$ cat src/rtl/hvt_pkg.sv
// ----------------------------------------------------------------------------
// hvt_pkg
// Shared types and constants for the homogeneous vertex transform.
// ----------------------------------------------------------------------------
`default_nettype none

package hvt_pkg;

    localparam int FRAC_BITS = 16;
    localparam int WORD_W    = 32;
    localparam int DIV_W     = WORD_W + FRAC_BITS;
    localparam int CFG_REGS  = 8;
    localparam int CFG_AW    = $clog2(CFG_REGS);
    localparam int CFG_W     = 64;
    localparam int QDEPTH    = 4;
    localparam int QAW       = $clog2(QDEPTH);

    localparam logic [WORD_W-1:0] FIX_ONE = WORD_W'(1) << FRAC_BITS;

    localparam logic OP_PROJECT = 1'b0;
    localparam logic OP_COLUMN  = 1'b1;

    typedef logic [WORD_W-1:0] t_word;
    typedef t_word [3:0] t_vec;
    typedef t_vec [3:0] t_mat;

    typedef struct packed {
        logic divide;
        t_vec v;
    } t_cmd;

    typedef struct packed {
        logic [WORD_W-1:0] rem;
        logic [DIV_W-1:0]  num;
        logic [WORD_W-1:0] den;
        logic              neg;
    } t_lane;

    typedef struct packed {
        logic         valid;
        logic         divide;
        logic         wz;
        logic         sat;
        t_vec         r;
        t_lane [2:0]  lane;
    } t_dstg;

endpackage

`default_nettype wire

$ cat src/rtl/hvt_queue.sv
// ----------------------------------------------------------------------------
// hvt_queue
// Short command queue between the front and the arithmetic back end.
// ----------------------------------------------------------------------------
`default_nettype none

module hvt_queue (
    input  wire               i_clk,
    input  wire               i_rst_n,
    input  wire               i_push,
    input  wire hvt_pkg::t_cmd i_cmd,
    output logic              o_push_ready,
    output logic              o_valid,
    output hvt_pkg::t_cmd     o_cmd,
    input  wire               i_pop_ready
);

    hvt_pkg::t_cmd              r_mem [hvt_pkg::QDEPTH];
    logic [hvt_pkg::QAW-1:0]    r_wr;
    logic [hvt_pkg::QAW-1:0]    r_rd;
    logic [hvt_pkg::QAW:0]      r_cnt;
    logic                       push;
    logic                       pop;

    assign o_push_ready = (r_cnt != (hvt_pkg::QAW+1)'(hvt_pkg::QDEPTH));
    assign o_valid      = (r_cnt != '0);
    assign o_cmd        = r_mem[r_rd];
    assign push         = i_push && o_push_ready;
    assign pop          = o_valid && i_pop_ready;

    always_ff @(posedge i_clk) begin
        if (!i_rst_n) begin
            r_wr  <= '0;
            r_rd  <= '0;
            r_cnt <= '0;
        end else begin
            if (push) begin
                r_wr <= r_wr + 1'b1;
            end
            if (pop) begin
                r_rd <= r_rd + 1'b1;
            end
            if (push && !pop) begin
                r_cnt <= r_cnt + 1'b1;
            end else if (pop && !push) begin
                r_cnt <= r_cnt - 1'b1;
            end
        end
    end

    always_ff @(posedge i_clk) begin
        if (push) begin
            r_mem[r_wr] <= i_cmd;
        end
    end

endmodule

`default_nettype wire

$ cat config.mk
export PLATFORM = sky130hd
export DESIGN_NAME = hvt_queue
export DESIGN_NICKNAME = d
export VERILOG_FILES = /design/src/rtl/hvt_pkg.sv /design/src/rtl/hvt_queue.sv
export SDC_FILE = /design/constraint.sdc
export NUM_CORES = 1
export LEC_CHECK = 0
export BUFFER_PORTS_ARGS = -buffer_cell sky130_fd_sc_hd__buf_4
export CELL_PAD_IN_SITES_DETAIL_PLACEMENT = 1
export CELL_PAD_IN_SITES_GLOBAL_PLACEMENT = 1
export CORE_ASPECT_RATIO = 2
export CORE_MARGIN = 5
export CORE_UTILIZATION = 30
export DETAILED_ROUTE_END_ITERATION = 10
export GPL_ROUTABILITY_DRIVEN = 0
export PLACE_DENSITY_LB_ADDON = 0.08
export SYNTH_ARGS = -nofsm -noshare
export SYNTH_HDL_FRONTEND = slang
export SYNTH_SLANG_ARGS = --single-unit
export TNS_END_PERCENT = 20
$ cat constraint.sdc
create_clock -name i_clk -period 5.17 [get_ports i_clk]
set_input_delay 1.034 -clock i_clk [delete_from_list [all_inputs] [get_ports i_clk]]
set_output_delay 1.034 -clock i_clk [all_outputs]
set_load 0.02 [all_outputs]
After elaboration in Yosys (flattened, before gate mapping)
Memory sizes are Yosys's and may differ from the RTL's. A register that Yosys moved wholly into a read port is not among the register bits.
Index checks and enable logic that the tools add are counted.
Word-level totals
  memory bits (writable): 516
  memories kept: 1
  register bits after elaboration: 7
  bits of input ports: 133
  logic and storage cells: 23
  output and inout bits: 131
Memory list
  r_mem: words 4, bits a word 129, read ports 1, clocked after memory_dff 1, wr ports 1, RTL line hvt_queue.sv:18  | hvt_pkg::t_cmd r_mem [hvt_pkg::QDEPTH];
Operators by class
  $add $sub $neg: 4
  reductions and logical operators: 8
  equality and inequality tests: 1
  muxes and demuxes: 6
Operators with widths (number)
  $mux 3: 2
  $add 2x1->2 const B: 2
  $logic_and 1x1->1: 4
  $mux 2: 2
  $add 3x1->3 const B: 1
  $ne 3x3->1 const B: 1
  $reduce_bool 3->1: 1
  $sub 3x1->3 const B: 1
  $logic_not 1->1: 2
  $mux 1: 2
  $reduce_bool 2->1: 1

Depth between registers and ports, before layout
  depth in word-level cells: 6
  gate-level depth with buffers: 8
  depth with buffers taken out: 8

Least setup slack after synthesis
OpenSTA, ideal clock, no wires.
  kind: input-to-reg
  start: input i_push
  end: memory r_mem[2][0] (netlist bit) (enable)
  required time: 4667 ps
  stages: 2
  library setup time: 503 ps
  slack: 348 ps
  arrival time: 4318 ps
  buffers on the path: 0
  cells stage by stage: a21boi_2 -> and2_1
On the way
  cells in the longest elaborated chain, start to end: 3
RTL lines
  start: declaration: RTL line hvt_queue.sv:10  | input wire i_push,
  $logic_and 1x1->1: RTL line hvt_queue.sv:28  | assign push = i_push && o_push_ready;
  $mux 1: RTL line hvt_queue.sv:52  | if (push) begin
  $mux 1 (implied by the code): RTL line hvt_queue.sv:53  | r_mem[r_wr] <= i_cmd;
  end: declaration: RTL line hvt_queue.sv:18
Every way passes these cells.

==> metrics.yaml <==
run_status:
  status: "complete, no violations"
cells_and_area:
  area_growth_pct: 24.2
  drive_gt1_share_pct: 46.2
  nets: 1172
  final_common_cell: "edfxtp_1"
  final_area_mm2: 0.0237
  mostFrequentLayoutCells: "edfxtp_1, buf_4, mux4_2"
synth:
  synth_xor_area_share_pct: 0.183
  yosysSeqAreaShare_pct: 82.1
  synth-compound-area-share_pct: 0.210
  yosysWarnings: 0
  synthCells: 721
  synthSimpleGateAreaFrac_pct: 0.478
  synth_top_family_by_area: "multiplexers"
  synth_largest_area_cell: "edfxtp_1"
  synthMuxAreaShare_pct: 15.4
  synth_cell_type_count: 23
  synth.top_cell.area_share_pct: 81.1
  synth_area_leaders: "edfxtp_1, mux4_2, dfxtp_1"
  synth_nets: 860
  synth_seq_cells: 525
  postSynthAreaPerCell_um2: 26.5
  synthAdderAreaFrac_pct: 0.432
  syn_area_mm2: 0.0191
min_path:
  min_from: "r_wr[1]$_SDFFE_PN0P_"
  hold_end: "r_wr[1]$_SDFFE_PN0P_"
  hold_path_class: "register to register"
  hold_depth: 2
worst_setup_path:
  worstPathRequired_ns: 4.14
  start_kind: "register"
  reg2reg_from: "r_cnt[0]$_SDFFE_PN0P_"
  crit_fanout: 37
  r2r_slack_ns: 2.70
  critPathKind: "register to primary output"
  arrival_ns: 2.67
  end_kind: "primary output"
  r2r-end: "r_mem[0][9]$_DFFE_PP_"
  reg2regPathDepth: 4
sta:
  hold_viol: 0
  max_slew.worst_pin.slew_ns: 0.871
  slew_viol_final: 0
  relSlewSlack_pct: 41.9
  finClkSkew_ns: 0.0203
  rsz0062_at_grt: "false"
  fmax_ghz: 0.270
  period_needed_ns: 3.71
  min_period_over_period_pct: 71.7
  setup_violations: 0
  fin_setup_tns_ns: 0
clock_tree:
  cts_buffers: 50
  cts_tree: "built"
  cts_root_buf: "clkbuf_16"
  cts_sinks: 525
  ctsHoldBuffers: 0
  clock_latency_ns: 0.58
  path_clk_slew_ns: 0.07
  cts_resized: 0
  post-cts-setup-buffers: 0
  htreeDepth: 2
  clockBufferDepth: 3
grt:
  grt_pass1_wl_um: 65500
  grt_max_degree: 85
  grt_pass1_vias: 9893
  gr-total-overflow: 0
  antenna_found_initial: 7
  grtUsageTotal_pct: 12.6
place:
  dp_hpwl_um: 27500
  port_buffers: 263
  dpl_cell_area_mm2: 0.0222
power:
  clkPwrFrac_pct: 28.9
  p_int_uw: 8730
  pwr-share-seq_pct: 43.7
  p_leak_uw: 0.00782
  vdd_drop_max_v: 0.000335
  net-switching-power_uw: 3530
  swShare_pct: 28.8
  total_power_uw: 12300
  pwr-share-comb_pct: 27.4
  power_density_mw_per_mm2: 517
die:
  die_h_um: 367
  initial_core_util_pct: 30.1
  die_w_um: 188
  io_pins: 264
  fp-row-count: 131
  core_mm2: 0.0634
  dieArea_mm2: 0.0691
run:
  drv_cap: 0
detailed_routing:
  wl_per_cell_um: 23.7
  drc: 0
  totalWireLength_um: 44300
  first_pass_iters: 4
  vias: 8701
  ant_nets: 0
  viasPerCell: 4.66
  drtIter0Drc: 361
stage by stage:
stage / instances / util, % / hold slack [ns] / setup slack, ns
floorplan: 721 / - / 0.468 / 0.348
global placement: 1779 / 34.9 / 0.476 / 1.99
detailed placement: 1779 / 34.9 / 0.517 / 1.96
CTS: 1867 / 37.4 / 0.540 / 1.30
global route: 1867 / 37.4 / 0.553 / 1.26
finish: 1868 / 37.4 / 0.524 / 1.46
synthesized netlist by cell type:
library cell	instances
buf_2	10
o21ai_0	1
or3_1	2
edfxtp_1	516
o31ai_1	1
a21boi_2	1
ha_1	5
xnor2_1	3
nand2_1	5
nor2_1	1
buf_4	2
inv_1	3
fa_1	1
clkbuf_1	4
xor2_1	1
o311ai_0	1
mux2i_1	3
dfxtp_1	9
and2_1	8
buf_6	13
nor2b_1	1
mux4_2	129
a21boi_0	1
per-layer routing:
| metal | part of all wire, % | routed length, um | GRT usage (%) |
|---|---|---|---|
| met5 | 0.25 | 109 | 0 |
| met4 | 2.3 | 1020 | 3.65 |
| met3 | 8.2 | 3620 | 4.56 |
| met2 | 47 | 21000 | 20.4 |
| met1 | 42 | 18500 | 16.0 |
cell type report:
cell class              instances  area [um2]
diodes                          1        2.50
clock buffers                  62        1320
clock inverters                26         246
fillers                      6069       39700
inverters                       3        11.3
multi-input cells             164        3190
flip-flops and latches        525       15700
well taps                     798         998
repair buffers                289        2270
worst max path at each step:
stage               slack, ns     start  cells past startpoint                    end
finish                   1.46  register                      3              o_cmd[67]
global route             1.26  register                      3              o_cmd[67]
CTS                      1.30  register                      3              o_cmd[67]
global placement         1.99  register                      3              o_cmd[98]
detailed placement       1.96  register                      3              o_cmd[67]
floorplan                0.35    i_push                      2  r_mem[2][0]$_DFFE_PP_
state kept, by name (all words and copies together) (netlist names), named ones only:
signal,flops
r_wr,2
r_rd,2
r_mem,516
r_cnt,3
worst max-delay path, cell delays in order (launching register included):
cell	delay, ns
dfxtp_4	0.90
buf_4	0.38
mux4_2	0.59
buf_4	0.18
cell families after synthesis:
family	after synthesis
adders and majority gates	6
buffers and inverters	32
and+or+nand+nor	17
xor gates and xnor gates	4
DFF	525
AOI/OAI and AO/OA	5
muxes	132
power by group through the flow:
stage,combinational (uW),sequential (uW),clock [uW]
3_5_place_dp,3460,5470,0
6_report,3360,5350,3540
4_1_cts,3480,5380,3700
3_3_place_gp,3460,5440,0
2_1_floorplan,2120,5380,0
5_1_grt,3610,5400,3890
Note: power is estimated with default switching activity, not from simulation.
